`src/design/sse_led_fifo.sv`:
```
// small register queue with full, empty and fill count
`timescale 1ns / 1ps
module sse_led_fifo #(
  parameter int unsigned W     = 8,
  parameter int unsigned DEPTH = 4
) (
  input  logic                         clk_i,
  input  logic                         rst_ni,
  input  logic                         push_i,
  input  logic [W-1:0]                 data_i,
  input  logic                         pop_i,
  output logic [W-1:0]                 data_o,
  output logic                         full_o,
  output logic                         empty_o,
  output logic [$clog2(DEPTH+1)-1:0]   count_o
);
  localparam int unsigned PW   = (DEPTH > 1) ? $clog2(DEPTH) : 1;
  localparam int unsigned CNTW = $clog2(DEPTH+1);

  logic [W-1:0]    mem_q [DEPTH];
  logic [PW-1:0]   wr_q, rd_q;
  logic [CNTW-1:0] cnt_q;
  logic            do_push, do_pop;

  assign full_o  = (cnt_q == CNTW'(DEPTH));
  assign empty_o = (cnt_q == '0);
  assign count_o = cnt_q;
  assign data_o  = mem_q[rd_q];
  assign do_push = push_i && !full_o;
  assign do_pop  = pop_i && !empty_o;

  always_ff @(posedge clk_i or negedge rst_ni) begin
    if (!rst_ni) begin
      wr_q  <= '0;
      rd_q  <= '0;
      cnt_q <= '0;
    end else begin
      if (do_push) begin
        wr_q <= (wr_q == PW'(DEPTH-1)) ? '0 : wr_q + PW'(1);
      end
      if (do_pop) begin
        rd_q <= (rd_q == PW'(DEPTH-1)) ? '0 : rd_q + PW'(1);
      end
      if (do_push && !do_pop) begin
        cnt_q <= cnt_q + CNTW'(1);
      end else if (do_pop && !do_push) begin
        cnt_q <= cnt_q - CNTW'(1);
      end
    end
  end

  always_ff @(posedge clk_i) begin
    if (do_push) begin
      mem_q[wr_q] <= data_i;
    end
  end

endmodule

```
`config.mk`:
```
export PLATFORM = sky130hd
export DESIGN_NAME = sse_led_fifo
export DESIGN_NICKNAME = d
export VERILOG_FILES = /design/src/design/sse_led_fifo.sv
export SDC_FILE = /design/constraint.sdc
export NUM_CORES = 1
export LEC_CHECK = 0
export BUFFER_PORTS_ARGS = -buffer_cell sky130_fd_sc_hd__buf_2
export CORE_UTILIZATION = 41
export CTS_BUF_LIST = sky130_fd_sc_hd__clkbuf_2 sky130_fd_sc_hd__clkbuf_4 sky130_fd_sc_hd__clkbuf_8
export CTS_CLUSTER_SIZE = 16
export DETAILED_ROUTE_END_ITERATION = 10
export GPL_ROUTABILITY_DRIVEN = 0
export PLACE_DENSITY = 0.65
export SLEW_MARGIN = 30
export SYNTH_ARGS = -nofsm -noshare
export SYNTH_HDL_FRONTEND = slang
export SYNTH_SLANG_ARGS = --single-unit
```
`constraint.sdc`:
```
create_clock -name clk_i -period 2.1 [get_ports clk_i]
set_input_delay 0.42 -clock clk_i [delete_from_list [all_inputs] [get_ports clk_i]]
set_output_delay 0.42 -clock clk_i [all_outputs]
set_load 0.02 [all_outputs]
```
Yosys cells after proc, flatten, opt, wreduce, memory -nomap -nowiden
Memories as Yosys holds them, arrays and structs flattened. Index checks and enable logic that the tools add are counted.

Word-level logic and storage cells: 27. RAM bits: 32. Input port bits: 12. Output and inout port bits: 13. Memories kept: 1. Register bits after elaboration: 7.

Memory list: mem_q (words 4, width 8, rd ports 1, clocked after memory_dff 0, write ports 1, RTL line 20) `logic [W-1:0] mem_q [DEPTH];`.

Add/subtract/negate cells: 4. Equal/unequal tests: 3. Reduce and logical (&&, ||, !) cells: 10. Mux-type cells: 6.

Operators by type and width (count): 2-to-1 mux 3 bit (2); adder 2 x 1 -> 2 bit (second input constant) (2); equality test 2 bit (second input constant) (2); logical AND 1 bit (4); logical NOT 1 bit (4); 2-to-1 mux 2 bit (2); adder 3 x 1 -> 3 bit (second input constant) (1); equality test 3 bit (second input constant) (1); logical NOT 3 bit (1); subtractor 3 x 1 -> 3 bit (second input constant) (1); 2-to-1 mux 1 bit (2); nonzero test 2 bit (1).

Depth between registers and ports, before layout
Gate-level depths: netlist (run 1).

Depth in word-level cells: 7. Depth in mapped cells: 8. Depth with buffers taken out: 8.

Worst setup path after synthesis (run 1)
No wires, ideal clock.

Path type: register to register. Start: reg cnt_q[0], in the netlist count_o[0]. End: reg cnt_q[2], in the netlist count_o[2]. Arrival time: 2352 ps. Buffers on the path: 0. Library setup time: 80 ps. Path slack: -332 ps. Required time: 2020 ps. Period minus slack after synthesis: 2432 ps. Cell stages (with the launch flop): 9. Cells stage by stage: dfrtp_1 -> nor3_1 -> nand2b_4 -> ha_1 -> inv_1 -> fa_1 -> xor2_1 -> nor2_1 -> xor2_1.

Word-level cells in the longest chain between the ends: 6. Elaborated cells on any way between the ends: 15. Those cells by class: add/sub (2); eq/ne (1); mux (2); reduce/logical (10).

Ends and longest elaborated chain: start, declared (RTL line 22) `logic [CNTW-1:0] cnt_q;`; start signal, assigned (RTL line 45) `cnt_q <= cnt_q + CNTW'(1);`; start signal, assigned (RTL line 47) `cnt_q <= cnt_q - CNTW'(1);`; logical NOT 3 bit (*) (RTL line 26) `assign empty_o = (cnt_q == '0);`; via empty_o (RTL line 14) `output logic empty_o,`; logical NOT 1 bit (*) (RTL line 30) `assign do_pop = pop_i && !empty_o;`; logical AND 1 bit (*) (RTL line 30); logical NOT 1 bit (RTL line 44) `if (do_push && !do_pop) begin`; logical AND 1 bit (RTL line 44); 2-to-1 mux 3 bit / nonzero test 2 bit (equally long branches).

The timed path passes the listed nets; every way through them passes the cells marked *. The select of a mux whose other input is x is not followed. A chain may end at the register's enable or synchronous reset.

Worst setup path after layout (run 1)
Start: reg cnt_q[1], in the netlist count_o[1]. End: reg cnt_q[2], in the netlist count_o[2].

Word-level cells in the longest chain between the ends: 6. Elaborated cells on any way between the ends: 15. Those cells by class: add/sub (2); eq/ne (1); mux (2); reduce/logical (10).

Ends and longest elaborated chain: parallel branches: the longest is 6 deep, another holds subtractor 3 x 1 -> 3 bit.

Parallel ways; which one is timed is not known. The select of a mux whose other input is x is not followed.

==> results of run 1 <==
-- synthesized netlist by cell type --
cell / count / area (um^2)
sky130_fd_sc_hd__edfxtp_1: 32 / 960.9
sky130_fd_sc_hd__nor2b_4: 1 / 13.76
sky130_fd_sc_hd__clkbuf_1: 1 / 3.750
sky130_fd_sc_hd__xnor2_1: 1 / 8.760
sky130_fd_sc_hd__nand2b_4: 1 / 13.76
sky130_fd_sc_hd__buf_2: 1 / 5.000
sky130_fd_sc_hd__mux4_2: 8 / 180.2
sky130_fd_sc_hd__ha_1: 6 / 75.07
sky130_fd_sc_hd__nor2_1: 4 / 15.01
sky130_fd_sc_hd__mux2_2: 1 / 11.26
sky130_fd_sc_hd__nor3b_4: 1 / 18.77
sky130_fd_sc_hd__inv_1: 3 / 11.26
sky130_fd_sc_hd__nor3_1: 1 / 5.000
sky130_fd_sc_hd__xor2_1: 2 / 17.52
sky130_fd_sc_hd__nand2_1: 1 / 3.750
sky130_fd_sc_hd__fa_1: 1 / 20.02
sky130_fd_sc_hd__and2_1: 3 / 18.77
sky130_fd_sc_hd__mux2_4: 4 / 60.06
sky130_fd_sc_hd__dfrtp_1: 7 / 175.2
-- worst max-delay path, stage by stage (launching register included) --
cell	delay (ps)
sky130_fd_sc_hd__dfrtp_2	480
sky130_fd_sc_hd__nor3_4	200
sky130_fd_sc_hd__nand2b_4	150
sky130_fd_sc_hd__ha_1	190
sky130_fd_sc_hd__inv_1	70
sky130_fd_sc_hd__fa_1	380
sky130_fd_sc_hd__xor2_1	160
sky130_fd_sc_hd__nor2_1	130
sky130_fd_sc_hd__xor2_1	150
-- path summary, 6_finish.rpt --
| path | to | slack [ps] | depth (start not counted) |
|---|---|---|---|
| max | count_o[2] | 130 | 8 |
| min | mem_q[3][5] | 340 | 1 |
| max reg2reg | count_o[2] | 130 | 8 |
| min reg2reg | count_o[2] | 540 | 1 |
| max in group asynchronous | count_o[1] | 1410 | 2 |
| min in group asynchronous | rd_q[0] | 510 | 2 |
-- stage by stage --
step                      worst slack, ps  TNS, ps  hold slack, ps  power (mW)
after floorplan                     3.503        0           124.4       1.991
after global placement              160.1        0           266.2       2.282
after detailed placement            108.7        0           268.0       2.315
after CTS                           93.21        0           332.5       2.817
after global routing               -11.91   -11.91           335.1       2.969
final                               130.7        0           339.5       2.794
-- per-layer routing --
layer | part of all wire [%] | wire length (um)
met3 | 4.2 | 108
met5 | 0 | 0
met2 | 52 | 1328
met1 | 41 | 1054
met4 | 2.1 | 53
-- power by group --
group	internal [mW]	total, mW	switching [mW]
logic	0.530	1.08	0.546
clock network	0.259	0.499	0.241
registers	1.06	1.22	0.163
total	1.84	2.79	0.950
-- timing repair --
| item | CTS | global route |
|---|---|---|
| endpoints found under the setup margin | 0 | 1 |
| hold endpoints to repair | 7 | 0 |
| hold buffers | 1 | 0 |
| gates resized for setup | 0 | 1 |
| buffers inserted | 0 | 2 |
-- sequential cells by signal, indices dropped and copies added (netlist names) --
signal   count
rd_q         2
wr_q         2
mem_q       32
count_o      3
-- area by class of cell --
class,instances,area (um^2),area share [%]
clock buffers,7,83.83,4.337
well taps,48,60.06,3.107
inverters,3,11.26,0.5825
clock inverters,1,5.005,0.2589
multi-input cells,35,473.0,24.47
repair buffers,29,160.2,8.285
flip-flops and latches,39,1140,58.96
-- kinds of logic after synthesis --
kind of cell	after synthesis	share of synthesized area, %
DFF	39	70.22
muxes	13	15.55
and+or+nand+nor	12	5.490
adders and majority gates	7	5.878
buffers and inverters	5	1.237
xor gates and xnor gates	3	1.624
==> run summary, run 1 <==
Class of the tightest hold or removal check: in -> reg. Summed over all nets, the half-perimeter wirelength after detailed placement is 1673 um. The number of maximum-capacitance constraint violations is 0.

25 I/O pins were placed. Global routing consumed, on the met2 layer, 22.53% of the routing resources. Across the VDD grid, the largest voltage drop is 0.6347 mV.

For met3 alone, demand over resource in global routing was 5.106%. The count of mapped cells out of synthesis was 79; the headroom to the max-slew limit was 44.96%. Data on the critical path is required at its endpoint by 2310 ps. Excluding fillers, the count of instances in the completed layout stands at 162. The cell area that synthesis handed to floorplanning was 1618 um^2. For the starting density of the core, the log shows 43.54%. TritonCTS built the clock tree.

The highest fanout seen on the critical path works out to 5. The final setup violation count was 0. The remaining global-route overflow was 0; the number of clock sinks was 39.

The layout cell share with drive strength beyond 1 works out to 49.12%. For the number of nets in the layout, the log shows 132. The first detailed-routing pass ran for 4 iterations.

In the final routed layout, each cell accounts on average for 15.70 um. The final critical delay including setup and external delays works out to 1969 ps. The tools report the total placed instance area as 1818 um^2.

Once layout is done, the placed cells without fillers occupy 1933 um^2. The run gives 0 as the total of warnings raised by yosys. Each instance of the synthesized netlist takes up on average 20.48 um^2. The number of rows in the core area was 22; the leakage power of the design was 0.7502 nW. The mean number of vias per cell is 4.840. Measured along the x axis, the die boundary spans 64.82 um. Leaving out fill and tap cells, the most frequent cell in the layout is sky130_fd_sc_hd__edfxtp_1.

Data arrives at the worst endpoint at 2180 ps. The first routing iteration left 17 violations. In this run the deepest clock path goes through 2 buffers.

STA classifies the critical path startpoint as a register. The number of H-tree levels came out at 2. The die is 64.82 um tall. The startpoint identified for the worst register-to-register timing path is count_o[1].

Clock latency on the worst-skew pair: 290 ps. The number of antenna violations at the first check in global routing was 0. Via total after detailed routing: 784. In this run, synthesis produced a sequential element count of 39. The flow ran to the end, and the final reports show no timing, DRC or antenna violations.

The die outline area was 4201 um^2. The tools report the start point of the critical path as count_o[1]. The clock root buffer master was sky130_fd_sc_hd__clkbuf_8. From synthesis to final layout, the design area changed by 19.49%. The busiest layer in global routing was met2. The tools report the floorplan core area as 3716 um^2.

The run gives 0 as the final-report hold violation count. The final cycle utilization of the critical path is 93.78%, and the register area share after synthesis is 70.22%. For the detailed-route DRC error count, the log shows 0.

Global routing used 16.15% of the available met1 tracks. The power density over the cells is 1445 nW/um^2. Between clock sinks in the finished design, the worst skew comes to 6.125 ps.

In this run the most critical hold path is launched from data_i[5]. Based on the critical path, the design can be clocked at up to 0.5078 GHz. The number of placed instances, taps included, is 151.

The CTS clock-pin slew for the worst setup and hold paths was 70 ps. After synthesis, the netlist uses 19 different library cells. Category of the most critical setup path: reg -> reg.

TritonCTS created 5 clock buffers. For the pin with the worst max-slew slack, the measured transition is 822.6 ps. When the netlist entered floorplanning its net count stood at 98. In the layout the commonest cells are 32 x sky130_fd_sc_hd__edfxtp_1, 24 x sky130_fd_sc_hd__buf_2, 8 x sky130_fd_sc_hd__mux4_2, 6 x sky130_fd_sc_hd__ha_1, 5 x sky130_fd_sc_hd__clkbuf_8. The via count of the first global-routing pass is 849. Wires add up to 2544 um. Entering global routing, the biggest net connects 12 pins. Number of pins exceeding their max-slew limit in the final report: 0.

In this run the tool buffered the top-level ports with 24 buffer cells. Total track usage: 14.06%. The logs give 323 for the number of filler cells placed in the layout and 0 for the number of nets with antenna violations after routing. Post-route core utilization: 52.02%.

The critical path capture point type is a register. The repair_antennas step left the layout with diodes totalling 0. The first global-routing pass estimated 4036 um of wire.
Power figures use the tool's default switching activity.
==> inputs of run 2 (changes only) <==
--- a/constraint.sdc
+++ b/constraint.sdc
@@ -3,2 +3,2 @@
 set_output_delay 0.42 -clock clk_i [all_outputs]
-set_load 0.02 [all_outputs]
+set_load 0.005 [all_outputs]
==> run summary, run 2 (same netlist as run 1, synthesis figures left out) <==
The flow ran to the end, and the final reports show no timing, DRC or antenna violations. The run gives 77.81 ps (-30.85 ps) as the worst setup timing slack at the placement stage. The detailed-routing iteration count for the pre-antenna-repair pass is 4 (unchanged). For the final setup violation count, the log shows 0 (unchanged). The run gives 13 (+1) as the maximum number of pins on one net before global-route repair. Wire length of the first global-routing pass: 3850 um (-4.6%).

The tools report the number of nets in the layout as 134 (+1.5%). The run gives 33.0% (-5.5 points) as the portion of total power attributed to combinational logic. The total of buffers placed on input and output ports was 24 (unchanged). The reported net switching power is 0.7719 mW (-19%), and the mean number of vias per cell is 4.683 (-3.2%). The placed wire-length estimate after detailed placement is 1712 um (+2.4%).

The met2 usage in global routing is 22.40% (-0.13 points), and the clock latency on the worst-skew pair is 280 ps (about the same). For the register share of total power, the log shows 44.4% (+0.8 points). The highest fanout seen on the critical path is 5 (unchanged). The logs give 0 ps (unchanged) for the final setup TNS and 28 (+11) for the initial DRC count. The critical path required time was 2300 ps (about the same). The number of buffers inserted during clock tree synthesis came out at 5 (unchanged). The slack of the critical path was 138.6 ps (+7.947 ps); the flip-flop count of the largest register after layout was 32 (unchanged). Setup repair after global routing left no endpoint under its margin. The number of inserted diodes came out at 0 (unchanged).

The clock root buffer master is sky130_fd_sc_hd__clkbuf_8. For the die outline area, the log shows 4201 um^2 (unchanged). The worst ir drop on vdd was 0.5589 mV (-12%); the number of H-tree levels was 2 (unchanged). The run gives 2170 ps (about the same) as the arrival time reported for the critical path endpoint.

The tools report the area of the multi-input gates as 473.0 um^2 (unchanged). The internal power consumption was 1.971 mW (+6.9%). TritonCTS built the clock tree.

The CTS clock-pin slew for the worst setup and hold paths is 70 ps (about the same), and the detailed-route DRC error count is 0 (unchanged). The worst setup path is of the reg -> reg kind. The number of rows in the core area came out at 22 (unchanged). The met1 track utilization from global routing is 14.66% (-1.5 points). The average wire length per cell after detail routing was 14.78 um (-5.9%); the filler-free cell count of the finished design was 164 (+1.2%).

The number of clock sinks was 39 (unchanged); the floorplan core area was 3716 um^2 (unchanged). The slew at the pin closest to its max-slew limit works out to 440.3 ps (-382.3 ps). The number of antenna violations at the first check in global routing is 0 (unchanged). For the number of pins exceeding their max-slew limit in the final report, the log shows 0 (unchanged). Timing-limited maximum frequency: 0.5098 GHz (+0.41%).

The worst setup path is captured at a register. The tools report the remaining global-route overflow as 0 (unchanged). The leakage power of the design was 0.7738 nW (+3.1%).

The clock power share is 22.6% (+4.7 points). The run gives 0 (unchanged) as the number of maximum-capacitance constraint violations. The tools report the total track usage as 13.12% (-0.94 points). The total placed instance area came out at 1812 um^2 (-0.34%). The final cycle utilization of the critical path was 93.40% (-0.38 points). The power density over the cells was 1389 nW/um^2 (-3.9%).

For the number of nets with antenna violations after routing, the log shows 0 (unchanged). The run gives 9.212 ps (+3.087 ps) as the largest clock skew in the final design. The top cell types in the final layout, fill and taps aside, are 32 x sky130_fd_sc_hd__edfxtp_1, 24 x sky130_fd_sc_hd__buf_2, 8 x sky130_fd_sc_hd__mux4_2. For the number of filler cells placed in the layout, the log shows 320 (-0.93%). The headroom to the max-slew limit came out at 70.65% (+26 points).

The die height is 64.82 um (unchanged). The maximum clock insertion buffer count is 2 (unchanged), and the final instance area is 1976 um^2 (+2.2%). Leaving out fill and tap cells, the most frequent cell in the layout is sky130_fd_sc_hd__edfxtp_1. Global-route met3 utilization: 4.577% (-0.53 points). The register with the most flip-flops is mem_q.

For the via total after detailed routing, the log shows 768 (-2.0%). For the count of placed standard cells including taps, the log shows 152 (+0.66%). The wire length after detailed routing was 2424 um (-4.7%); the final-report hold violation count was 0 (unchanged). The I/O pin count was 25 (unchanged). The logs give 1139 um^2 (-0.11%) for the sequential cell area and 830 (-2.2%) for the via count of the first global-routing pass. STA classifies the critical path startpoint as a register. The run gives 43.54% (unchanged) as the starting density of the core. The proportion of total power due to net switching came out at 28.14% (-5.9 points).

Layout cell share with drive strength beyond 1: 49.14% (about the same). For the post-layout total power, the log shows 2.743 mW (-1.8%). X dimension of the die: 64.82 um (unchanged). In this run the most used layer during global routing was met2. The final critical delay including setup and external delays is 1961 ps (-7.947 ps). The path class of the tightest hold or removal check is in -> reg. The area growth from synthesis to final layout works out to 22.12%.
## run 2: cell types whose count changed in the layout (fill, tap and decap cells not counted)
cell,previous run,this run
sky130_fd_sc_hd__buf_4,4,6
sky130_fd_sc_hd__clkbuf_4,2,0
sky130_fd_sc_hd__bufinv_16,0,1
sky130_fd_sc_hd__clkbuf_8,5,6
sky130_fd_sc_hd__dfrtp_1,4,5
sky130_fd_sc_hd__dfrtp_2,3,2
## run 2: layer usage
metal	part of all wire [%]	wire, um
met1	41	988
met2	53	1296
met3	5.0	120
met4	0.78	19
met5	0	0
## run 2: area by class of cell
class | count | area share [%]
Inverter | 3 | 0.5700
Timing Repair Buffer | 31 | 8.866
Sequential cell | 39 | 57.63
Multi-Input combinational cell | 35 | 23.94
Tap cell | 48 | 3.040
Clock inverter | 2 | 1.773
Clock buffer | 6 | 4.180
## run 2: power by group through the flow
stage	Clock (mW)	Combinational, mW	Sequential [mW]
floorplan	0	0.633	1.16
global placement	0	0.881	1.20
detailed placement	0	0.903	1.22
CTS	0.636	0.903	1.20
global route	0.665	1.01	1.24
finish	0.621	0.904	1.22
## run 2: worst paths after layout
check / slack (ps) / cells after the start / endpoint / from
min in group asynchronous: 500 / 2 / rd_q[1] / rst_ni
worst max-delay path: 140 / 8 / count_o[2] / count_o[2]
worst max register to register: 140 / 8 / count_o[2] / count_o[2]
worst min-delay path: 360 / 1 / mem_q[0][5] / data_i[5]
max in group asynchronous: 1420 / 2 / count_o[0] / rst_ni
worst min register to register: 590 / 1 / wr_q[1] / wr_q[1]
## run 2: stage by stage
step | hold WS (ps) | utilization (%)
after floorplan | 124.4 | -
after global placement | 260.4 | 48.75
after detailed placement | 272.1 | 48.75
after CTS | 353.0 | 52.19
after global routing | 353.7 | 53.16
final | 355.8 | 53.16
## run 2: critical path, cell delays in order, from the launching register on
cell and delay [ps]:
sky130_fd_sc_hd__dfrtp_1 460, sky130_fd_sc_hd__nor3b_4 200, sky130_fd_sc_hd__nor2b_4 160, sky130_fd_sc_hd__ha_1 200, sky130_fd_sc_hd__inv_1 60, sky130_fd_sc_hd__fa_1 370, sky130_fd_sc_hd__xor2_1 150, sky130_fd_sc_hd__nor2_1 110
sky130_fd_sc_hd__xor2_1 160
## run 2: timing repair
item / in CTS / in global routing
endpoints found under the setup margin: 0 / 2
setup buffers: 0 / 3
hold buffers: 1 / 0
gates resized for setup: 0 / 4
hold endpoints to repair: 7 / 0
