===== config.mk =====
export PLATFORM = sky130hd
export DESIGN_NAME = sse_led_front
export DESIGN_NICKNAME = d
export VERILOG_FILES = /design/src/design/sse_led_pkg.sv /design/src/design/sse_led_front.sv
export SDC_FILE = /design/constraint.sdc
export NUM_CORES = 1
export LEC_CHECK = 0
export ABC_CLOCK_PERIOD_IN_PS = 3400
export BUFFER_PORTS_ARGS = -buffer_cell sky130_fd_sc_hd__buf_2
export CAP_MARGIN = 20
export CELL_PAD_IN_SITES_DETAIL_PLACEMENT = 0
export CELL_PAD_IN_SITES_GLOBAL_PLACEMENT = 1
export CORE_MARGIN = 1.5
export CORE_UTILIZATION = 36
export DETAILED_ROUTE_END_ITERATION = 10
export GPL_ROUTABILITY_DRIVEN = 1
export PLACE_DENSITY_LB_ADDON = 0.1
export SYNTH_ARGS = -nofsm -noshare
export SYNTH_HDL_FRONTEND = slang
export SYNTH_SLANG_ARGS = --single-unit

===== constraint.sdc =====
create_clock -name clk_i -period 3.4 [get_ports clk_i]
set_clock_uncertainty 0.2 [all_clocks]
set_input_delay 0.17 -clock clk_i [delete_from_list [all_inputs] [get_ports clk_i]]
set_output_delay 0.17 -clock clk_i [all_outputs]
set_load 0.005 [all_outputs]

===== src/design/sse_led_pkg.sv =====
// types and constants shared by the sse last-event data extractor
`timescale 1ns / 1ps
package sse_led_pkg;

  typedef enum logic [1:0] {
    OP_BYTE  = 2'd0,
    OP_END   = 2'd1,
    OP_READ  = 2'd2,
    OP_CLEAR = 2'd3
  } op_e;

  localparam logic [7:0] CH_LF = 8'h0A;
  localparam logic [7:0] CH_CR = 8'h0D;
  localparam logic [7:0] CH_SP = 8'h20;
  localparam int unsigned TAG_LEN = 5;

  localparam int unsigned LEN_W = 13;
  localparam int unsigned IDX_W = 12;

  localparam int unsigned CMD_FIFO_DEPTH = 4;
  localparam int unsigned OUT_FIFO_DEPTH = 4;

  typedef struct packed {
    op_e              op;
    logic [7:0]       body_byte;
    logic [IDX_W-1:0] read_index;
  } in_t;

  typedef struct packed {
    logic             event_found;
    logic [LEN_W-1:0] event_length;
    logic             event_truncated;
    logic [7:0]       read_byte;
    logic             read_valid;
  } out_t;

  // work handed from the parser to the bank store
  typedef struct packed {
    logic             found;
    logic [LEN_W-1:0] length;
    logic             truncated;
    logic             rd_en;
    logic             bank;
    logic             wr0_en;
    logic [7:0]       wr0_data;
    logic             wr1_en;
    logic [7:0]       wr1_data;
  } cmd_t;

  // characters of the "data:" field name
  function automatic logic [7:0] tag_byte(input logic [2:0] pos);
    logic [7:0] ch;
    case (pos)
      3'd0:    ch = 8'h64;
      3'd1:    ch = 8'h61;
      3'd2:    ch = 8'h74;
      3'd3:    ch = 8'h61;
      3'd4:    ch = 8'h3A;
      default: ch = 8'h00;
    endcase
    return ch;
  endfunction

endpackage


===== src/design/sse_led_front.sv =====
// line parser: classifies each item and tracks event lengths and flags
`timescale 1ns / 1ps
module sse_led_front #(
  parameter int unsigned BANK_DEPTH = 4096
) (
  input  logic                          clk_i,
  input  logic                          rst_ni,
  input  logic                          accept_i,
  input  sse_led_pkg::in_t              in_i,
  output sse_led_pkg::cmd_t             cmd_o,
  output logic [$clog2(BANK_DEPTH)-1:0] addr_o
);
  import sse_led_pkg::*;

  localparam int unsigned AW = $clog2(BANK_DEPTH);
  localparam int unsigned LW = $clog2(BANK_DEPTH+1);
  localparam int unsigned CW = (LW > IDX_W) ? LW : IDX_W + 1;

  typedef enum logic [2:0] {
    PH_PREFIX,
    PH_ONLY_CR,
    PH_SKIP,
    PH_VFIRST,
    PH_VALUE
  } phase_e;

  phase_e        phase_q, phase_d;
  logic [2:0]    pcnt_q, pcnt_d;
  logic          crp_q, crp_d;
  logic          sel_q, sel_d;
  logic [LW-1:0] blen_q, blen_d;
  logic [LW-1:0] slen_q, slen_d;
  logic          cur_q, cur_d;
  logic          curtr_q, curtr_d;
  logic          last_q, last_d;
  logic          lasttr_q, lasttr_d;

  logic          put0, put1, wr0, wr1;
  logic [7:0]    data0, data1;
  logic          do_close, do_restart, set_cur, rd_hit;
  logic [7:0]    b;

  assign b = in_i.body_byte;

  always_comb begin
    phase_d    = phase_q;
    pcnt_d     = pcnt_q;
    crp_d      = crp_q;
    sel_d      = sel_q;
    blen_d     = blen_q;
    slen_d     = slen_q;
    cur_d      = cur_q;
    curtr_d    = curtr_q;
    last_d     = last_q;
    lasttr_d   = lasttr_q;
    put0       = 1'b0;
    put1       = 1'b0;
    data0      = '0;
    data1      = '0;
    do_close   = 1'b0;
    do_restart = 1'b0;
    set_cur    = 1'b0;
    rd_hit     = 1'b0;

    case (in_i.op)
      OP_BYTE: begin
        case (phase_q)
          PH_PREFIX: begin
            if (b == CH_LF) begin
              do_close   = (pcnt_q == '0);
              do_restart = 1'b1;
            end else if (pcnt_q == '0 && b == CH_CR) begin
              phase_d = PH_ONLY_CR;
            end else if (pcnt_q < 3'(TAG_LEN) && b == tag_byte(pcnt_q)) begin
              pcnt_d = pcnt_q + 3'd1;
              if (pcnt_q == 3'(TAG_LEN-1)) begin
                // further data lines of one event are joined by lf
                put0    = cur_q;
                data0   = CH_LF;
                set_cur = 1'b1;
                phase_d = PH_VFIRST;
              end
            end else begin
              phase_d = PH_SKIP;
            end
          end
          PH_ONLY_CR: begin
            if (b == CH_LF) begin
              do_close   = 1'b1;
              do_restart = 1'b1;
            end else begin
              phase_d = PH_SKIP;
            end
          end
          PH_SKIP: begin
            do_restart = (b == CH_LF);
          end
          PH_VFIRST: begin
            if (b == CH_LF) begin
              do_restart = 1'b1;
            end else if (b == CH_CR) begin
              crp_d   = 1'b1;
              phase_d = PH_VALUE;
            end else begin
              put0    = (b != CH_SP);
              data0   = b;
              phase_d = PH_VALUE;
            end
          end
          PH_VALUE: begin
            // a cr is held back until we know it does not end the line
            if (b == CH_LF) begin
              do_restart = 1'b1;
            end else if (b == CH_CR) begin
              put0  = crp_q;
              data0 = CH_CR;
              crp_d = 1'b1;
            end else if (crp_q) begin
              put0  = 1'b1;
              data0 = CH_CR;
              put1  = 1'b1;
              data1 = b;
              crp_d = 1'b0;
            end else begin
              put0  = 1'b1;
              data0 = b;
            end
          end
          default: begin
            do_restart = 1'b1;
          end
        endcase
      end
      OP_END: begin
        do_close   = 1'b1;
        do_restart = 1'b1;
      end
      OP_READ: begin
        rd_hit = last_q && (CW'(in_i.read_index) < CW'(slen_q));
      end
      default: begin
      end
    endcase

    wr0 = put0 && (blen_q < LW'(BANK_DEPTH));
    wr1 = put1 && (blen_q < LW'(BANK_DEPTH-1));
    if (put0 || put1) begin
      blen_d = blen_q + LW'(wr0) + LW'(wr1);
    end
    if ((put0 && !wr0) || (put1 && !wr1)) begin
      curtr_d = 1'b1;
    end
    if (set_cur) begin
      cur_d = 1'b1;
    end

    if (do_close) begin
      if (cur_q) begin
        sel_d    = ~sel_q;
        slen_d   = blen_q;
        last_d   = 1'b1;
        lasttr_d = curtr_q;
      end
      blen_d  = '0;
      cur_d   = 1'b0;
      curtr_d = 1'b0;
    end
    if (do_restart) begin
      phase_d = PH_PREFIX;
      pcnt_d  = '0;
      crp_d   = 1'b0;
    end

    if (in_i.op == OP_CLEAR) begin
      phase_d  = PH_PREFIX;
      pcnt_d   = '0;
      crp_d    = 1'b0;
      sel_d    = 1'b0;
      blen_d   = '0;
      slen_d   = '0;
      cur_d    = 1'b0;
      curtr_d  = 1'b0;
      last_d   = 1'b0;
      lasttr_d = 1'b0;
    end
  end

  always_comb begin
    cmd_o.found     = last_d;
    cmd_o.length    = LEN_W'(slen_d);
    cmd_o.truncated = lasttr_d;
    cmd_o.rd_en     = rd_hit;
    cmd_o.bank      = (in_i.op == OP_READ) ? sel_q : ~sel_q;
    cmd_o.wr0_en    = wr0;
    cmd_o.wr0_data  = data0;
    cmd_o.wr1_en    = wr1;
    cmd_o.wr1_data  = data1;
    addr_o          = (in_i.op == OP_READ) ? AW'(in_i.read_index) : blen_q[AW-1:0];
  end

  always_ff @(posedge clk_i or negedge rst_ni) begin
    if (!rst_ni) begin
      phase_q  <= PH_PREFIX;
      pcnt_q   <= '0;
      crp_q    <= 1'b0;
      sel_q    <= 1'b0;
      blen_q   <= '0;
      slen_q   <= '0;
      cur_q    <= 1'b0;
      curtr_q  <= 1'b0;
      last_q   <= 1'b0;
      lasttr_q <= 1'b0;
    end else if (accept_i) begin
      phase_q  <= phase_d;
      pcnt_q   <= pcnt_d;
      crp_q    <= crp_d;
      sel_q    <= sel_d;
      blen_q   <= blen_d;
      slen_q   <= slen_d;
      cur_q    <= cur_d;
      curtr_q  <= curtr_d;
      last_q   <= last_d;
      lasttr_q <= lasttr_d;
    end
  end

endmodule


* Word level (Yosys, flattened, before mapping)
Index checks and enable logic that the tools add are counted.
Cells by class: add/subtract/negate cells 3, $mul 0, div/mod/pow operators 0, order comparisons 4, eq/ne operators 23, shifts and indexed selects 0, multiplexer cells 97, bitwise gates (word level) 1, reductions and logical operators 33
Operators by type and width (number):
- 8-bit 2-to-1 mux | 15
- 13-bit 2-to-1 mux | 6
- 3-bit 2-to-1 mux | 16
- 1-bit 2-to-1 mux | 46
- 7-bit case mux with 4 select lines | 1
- 13-bit by 1-bit adder with 13-bit output | 2
- 8-bit case mux with 3 select lines | 1
- 4-bit inequality test, second input constant | 5
- 3-bit nonzero test | 6
- 8-bit by 4-bit == test with 1-bit output, second input constant | 2
- 4-bit 2-to-1 mux | 4
- 12-bit by 13-bit less-than comparator with 1-bit output | 1
- 13-bit by 12-bit less-than comparator with 1-bit output, second input constant | 1
- 13-bit less-than comparator, second input constant | 1
- 3-bit by 2-bit == test with 1-bit output, second input constant | 4
- 12-bit 2-to-1 mux | 1
- 6-bit AND reduction | 2
- 1-bit case mux with 2 select lines | 5
- 3-bit case mux with 3 select lines | 1
- 8-bit == test | 1
- 8-bit by 6-bit inequality test with 1-bit output, second input constant | 1
- 1-bit logical AND | 7
- 7-bit AND reduction | 1
- 3-bit by 1-bit == test with 1-bit output, second input constant | 2
- other kinds (20) | 29
Storage, ports and cells: bits in registers 38, bits in latches 0, RAM bits 0, ROM bits 0, input bits 25, output and inout port bits 47, word-level logic and storage cells 171, memories kept 0

* Longest topological paths before layout
depth in word-level cells 21, gate-level depth with buffers 14

* Least setup slack after synthesis
OpenSTA, ideal clock, no wires.
path type reg2reg, start point register pcnt_q[0], end point register blen_q[4], setup time 0.131 ns, arrival 3.105 ns, path slack -0.037 ns, stages on the path, launching flop included 15, buffers on the path 1, period minus slack after synthesis 3.437 ns, path through dfrtp_1 > inv_1 > ha_1 > mux2_2 > nand3b_1 > a21oi_1 > nand4_1 > clkbuf_1 > a21oi_1 > fa_1 > ha_1 > nand3_1 > nor4_1 > a21boi_0 > or3_1
On the way: cells in the longest elaborated chain, start to end 20, elaborated cells on any way between the ends 33
Ends and longest elaborated chain:
- start, declared | line sse_led_front.sv:28 | logic [2:0] pcnt_q, pcnt_d;
- start signal, assigned | line sse_led_front.sv:215 | pcnt_q <= pcnt_d;
- 3-bit by 2-bit == test with 1-bit output or 3-bit by 1-bit == test with 1-bit output (tied branches) | line sse_led_pkg.sv:53 | case (pos)
- 2-bit OR reduction (no line)
- 7-bit case mux with 4 select lines | line sse_led_pkg.sv:53
- 8-bit 2-to-1 mux | line sse_led_front.sv:72 | end else if (pcnt_q == '0 && b == CH_CR) begin
- 8-bit 2-to-1 mux | line sse_led_front.sv:69 | if (b == CH_LF) begin
- 8-bit 2-to-1 mux | line sse_led_front.sv:67 | case (phase_q)
- 8-bit 2-to-1 mux | line sse_led_front.sv:65 | case (in_i.op)
- 8-bit == test | line sse_led_front.sv:74 | end else if (pcnt_q < 3'(TAG_LEN) && b == tag_byte(pcnt_q)) begin
- [4 not listed]
- 1-bit case mux with 3 select lines * | line sse_led_front.sv:67
- 1-bit 2-to-1 mux * | line sse_led_front.sv:65
- 1-bit logical AND * | line sse_led_front.sv:145 | wr0 = put0 && (blen_q < LW'(BANK_DEPTH));
- via wr0 | line sse_led_front.sv:38 | logic put0, put1, wr0, wr1;
- 13-bit by 1-bit adder with 13-bit output * (2 in a row) | line sse_led_front.sv:148 | blen_d = blen_q + LW'(wr0) + LW'(wr1);
- 13-bit 2-to-1 mux * | line sse_led_front.sv:147 | if (put0 || put1) begin
- 13-bit 2-to-1 mux * | line sse_led_front.sv:157 | if (do_close) begin
- 13-bit 2-to-1 mux * | line sse_led_front.sv:174 | if (in_i.op == OP_CLEAR) begin
- end signal, assigned | line sse_led_front.sv:218 | blen_q <= blen_d;
- end, declared | line sse_led_front.sv:31 | logic [LW-1:0] blen_q, blen_d;
The timed path passes the listed nets; every way through them passes the cells marked *. The select of a mux whose other input is x is not followed. A chain may end at the register's enable or synchronous reset.

* Worst setup path in the final report
start point register pcnt_q[0], end point register blen_q[4]
On the way: cells in the longest elaborated chain, start to end 20, elaborated cells on any way between the ends 33
Ends and longest elaborated chain (line):
- 3-bit by 2-bit == test with 1-bit output or 3-bit by 1-bit == test with 1-bit output (tied branches) | sse_led_pkg.sv:53
- 2-bit OR reduction (no line)
- 7-bit case mux with 4 select lines | sse_led_pkg.sv:53
- 8-bit 2-to-1 mux | sse_led_front.sv:72
- 8-bit 2-to-1 mux | sse_led_front.sv:69
- 8-bit 2-to-1 mux | sse_led_front.sv:67
- 8-bit 2-to-1 mux | sse_led_front.sv:65
- 8-bit == test | sse_led_front.sv:74
- [3 not listed]
- 1-bit 2-to-1 mux | sse_led_front.sv:69
- 1-bit case mux with 3 select lines | sse_led_front.sv:67
- 1-bit 2-to-1 mux | sse_led_front.sv:65
- 1-bit logical AND | sse_led_front.sv:145
- 13-bit by 1-bit adder with 13-bit output (2 in a row) | sse_led_front.sv:148
- 13-bit 2-to-1 mux | sse_led_front.sv:147
- 13-bit 2-to-1 mux | sse_led_front.sv:157
- 13-bit 2-to-1 mux | sse_led_front.sv:174
Several ways; a longest one is shown, not always the timed one. The select of a mux whose other input is x is not followed.

==> impl_metrics.ini <==
[global_routing]
grt_pass1_wl_mm = 15.6
grt_use_met2_pct = 33.8
grt_use_met3_pct = 2.30
overflow = 0
grt_pass1_vias = 3130
antenna_found_initial = 0
grt_max_degree = 39
met1_usage_pct = 27.4
grt_most_used_layer = met2
grt.total_usage_pct = 20.0

[sta]
worst_slack_ns = 0.330
finalCritPeriodShare_pct = 90.3
slew_headroom_pct = 40.6
worstMarginPinSlew_ns = 0.892
slew_violations = 0
finalSetupViolCount = 0
finalCriticalPeriod_ns = 3.07
fmax_mhz = 326
totalNegativeSetupSlack_ns = 0
hold_viol = 0

[detailed_routing]
wl_mm = 9.24
final_antenna_net_count = 0
dr.pass1.iters = 4
viasPerCell = 5.50
vias = 3190
wl_per_cell_um = 15.9
drt_iter0_markers = 155
route.detailed.drc = 0

[outcome]
status = finished, final reports clean

[power]
leakagePower_nw = 1.78
ir_worst_vdd_mv = 0.128
power_w = 0.00102
p_per_area_nw_per_um2 = 272

[cells_and_area]
most-common-layout-cells = buf_2 (71), nand2_1 (55), o21ai_0 (39), dfrtp_1 (38), inv_1 (32)
final_nets = 513
diodes = 0
post-route-util_pct = 43.3
final_common_cell = buf_2
area_delta_synth_final_pct = 17.3
drive_gt1_share_pct = 22.5

[setup_path]
reg2reg_depth = 13
regToRegSetupSlack_ns = 0.33
crit_path_top_delay_cell = fa_1
cp_cell_sequence = inv_1 > ha_2 > mux2i_1 > xnor2_1 > a21oi_1 > nand4_1 > a21oi_2 > fa_1 > ha_2 > nand3_1 > nor4_1 > a21boi_0 > or3_1
cp_common_cell = ha_2
startpoint = pcnt_q[0]
endpoint_kind = register
rr_endpoint = blen_q[4]
crit_arrival_ns = 3.04
critPathMaxStageDelay_ns = 0.45
path_max_fanout = 7
cp.required_ns = 3.37
start_kind = register
r2r-start = pcnt_q[0]
crit_path_end = blen_q[4]
crit_type = register to register

[synth]
synth-async-reset-ratio_pct = 100
synth_top_area_share_pct = 29.7
ys_seq_area_share_pct = 29.7
netlist_area_um2 = 3200
synth_fp_nets = 447
synthCells = 406
synth.area.top_cells = dfrtp_1 (30%), nand2_1 (6.5%), o21ai_0 (6.1%)
synth_edf_count = 0
avgSynthCellArea_um2 = 7.88
yosysUniqueCellTypes = 59
yosys.area.top_type = dfrtp_1
synth_ff_type = dfrtp_1
ys_ff_latch = 38
synth_warnings = 0

[floorplan]
die_area_um2 = 9470
die_h_um = 97.3
initial_core_util_pct = 36.9
rows = 34
io_pins = 72
core_um2 = 8680
die_w_um = 97.3

[flow_run]
cap_viol_max_count = 0

[placement]
gp_congestion = 0.814
dp_hpwl_mm = 7.11
pre_cts_ws_ns = 0.216
portBuffers = 71

[clocking]
cts_tree = done
clk_path_buf_depth = 2
clock_latency_ns = 0.28
h-tree-depth = 2
cts.clk_slew.worst_paths_ns = 0.07
clockRootBuffer = clkbuf_8
cts_made_buffers = 5
numClockSinks = 38

[hold_path]
hold_path.class = primary input to register
==> per-layer routing <==
layer,vias to the layer above,share of wire (%)
li1,1591,-
met2,95,46
met1,1495,48
met5,-,0
met3,9,4.2
met4,0,1.3
==> per-stage QoR <==
stage	hold WS, ns	instances	area [um2]
after floorplan	-0.326	406	3200
after global placement	0.149	571	3640
after detailed placement	0.151	571	3640
after CTS	0.0664	579	3730
after global routing	0.0891	580	3750
final	0.0754	580	3750
==> report_power, final <==
group,switching [W],total (W),internal (W)
Clock,0.000156,0.000294,0.000138
Sequential,0.0000209,0.000488,0.000467
Combinational,0.000138,0.000238,0.000100
==> synthesized netlist by cell type, types with 2 or more instances <==
cell type / number
a21oi_1: 21
a31oi_1: 3
nor2_1: 14
xnor2_1: 3
a21o_1: 8
and4b_1: 2
a22oi_1: 2
nor4b_1: 3
o21ai_0: 39
a2111oi_0: 2
buf_6: 3
nor2b_1: 5
mux2_2: 3
nand2b_1: 2
nor3_1: 4
buf_4: 5
buf_2: 3
and3_1: 12
nand2_1: 55
nor4_1: 4
a211oi_1: 2
a22o_1: 14
inv_1: 32
dfrtp_1: 38
nand4_1: 9
a21boi_0: 2
o2bb2ai_1: 2
o211ai_1: 4
nand3b_1: 5
and2_1: 9
clkbuf_1: 15
ha_1: 15
nand4bb_1: 2
nand3_1: 29
mux2i_1: 11
==> cell type report <==
type | count | area [um2]
clock buffer | 5 | 68.8
clock inverter | 2 | 10.0
fill | 872 | 4920
inverter | 32 | 120
multi-input combinational | 309 | 2000
sequential | 38 | 951
tap | 108 | 135
timing repair buffer | 86 | 470
==> registers in the layout, summed over array words and instances (netlist names) <==
name,cells
lasttr_q,1
cur_q,1
crp_q,1
sel_q,1
pcnt_q,3
blen_q,13
slen_q,13
curtr_q,1
phase_q,3
last_q,1
==> logic make-up (layout without fill, tap and decap cells) <==
| group | count (synthesis) | count (layout) | synth area share (%) |
|---|---|---|---|
| muxes | 14 | 14 | 4.50 |
| adders and majority gates | 16 | 16 | 6.49 |
| DFF | 38 | 38 | 29.7 |
| xor gates and xnor gates | 3 | 3 | 0.821 |
| buffers and inverters | 59 | 125 | 8.33 |
| AOI/OAI and AO/OA | 113 | 113 | 23.5 |
| and+or+nand+nor | 163 | 163 | 26.7 |
==> worst max-delay path: cells and delay by family (launching register included) <==
| kind | cells | cell delay, ns |
|---|---|---|
| AOI/OAI and AO/OA | 3 | 0.30 |
| and+or+nand+nor | 4 | 0.64 |
| muxes | 1 | 0.10 |
| buffers and inverters | 1 | 0.14 |
| xor gates and xnor gates | 1 | 0.23 |
| DFF | 1 | 0.43 |
| adders and majority gates | 3 | 0.93 |
==> how the worst min path moves through the flow <==
stage / start / to / slack [ns] / depth (start not counted)
CTS: in_i[20] / last_q / 0.07 / 3
floorplan: rst_ni / blen_q[0] / -0.33 / 0
detailed placement: rst_ni / slen_q[11] / 0.15 / 1
global route: in_i[20] / last_q / 0.09 / 3
finish: in_i[20] / last_q / 0.08 / 3
global placement: rst_ni / slen_q[11] / 0.15 / 1
==> repair_timing <==
item / 4_1_cts / 5_1_grt
hold buffers: 1 / 0
setup endpoints to repair: 0 / 7
hold endpoints to repair: 38 / 0
buffers inserted: 0 / 1
resized for setup: 0 / 4
No activity file was read; power rests on OpenSTA's default activity.
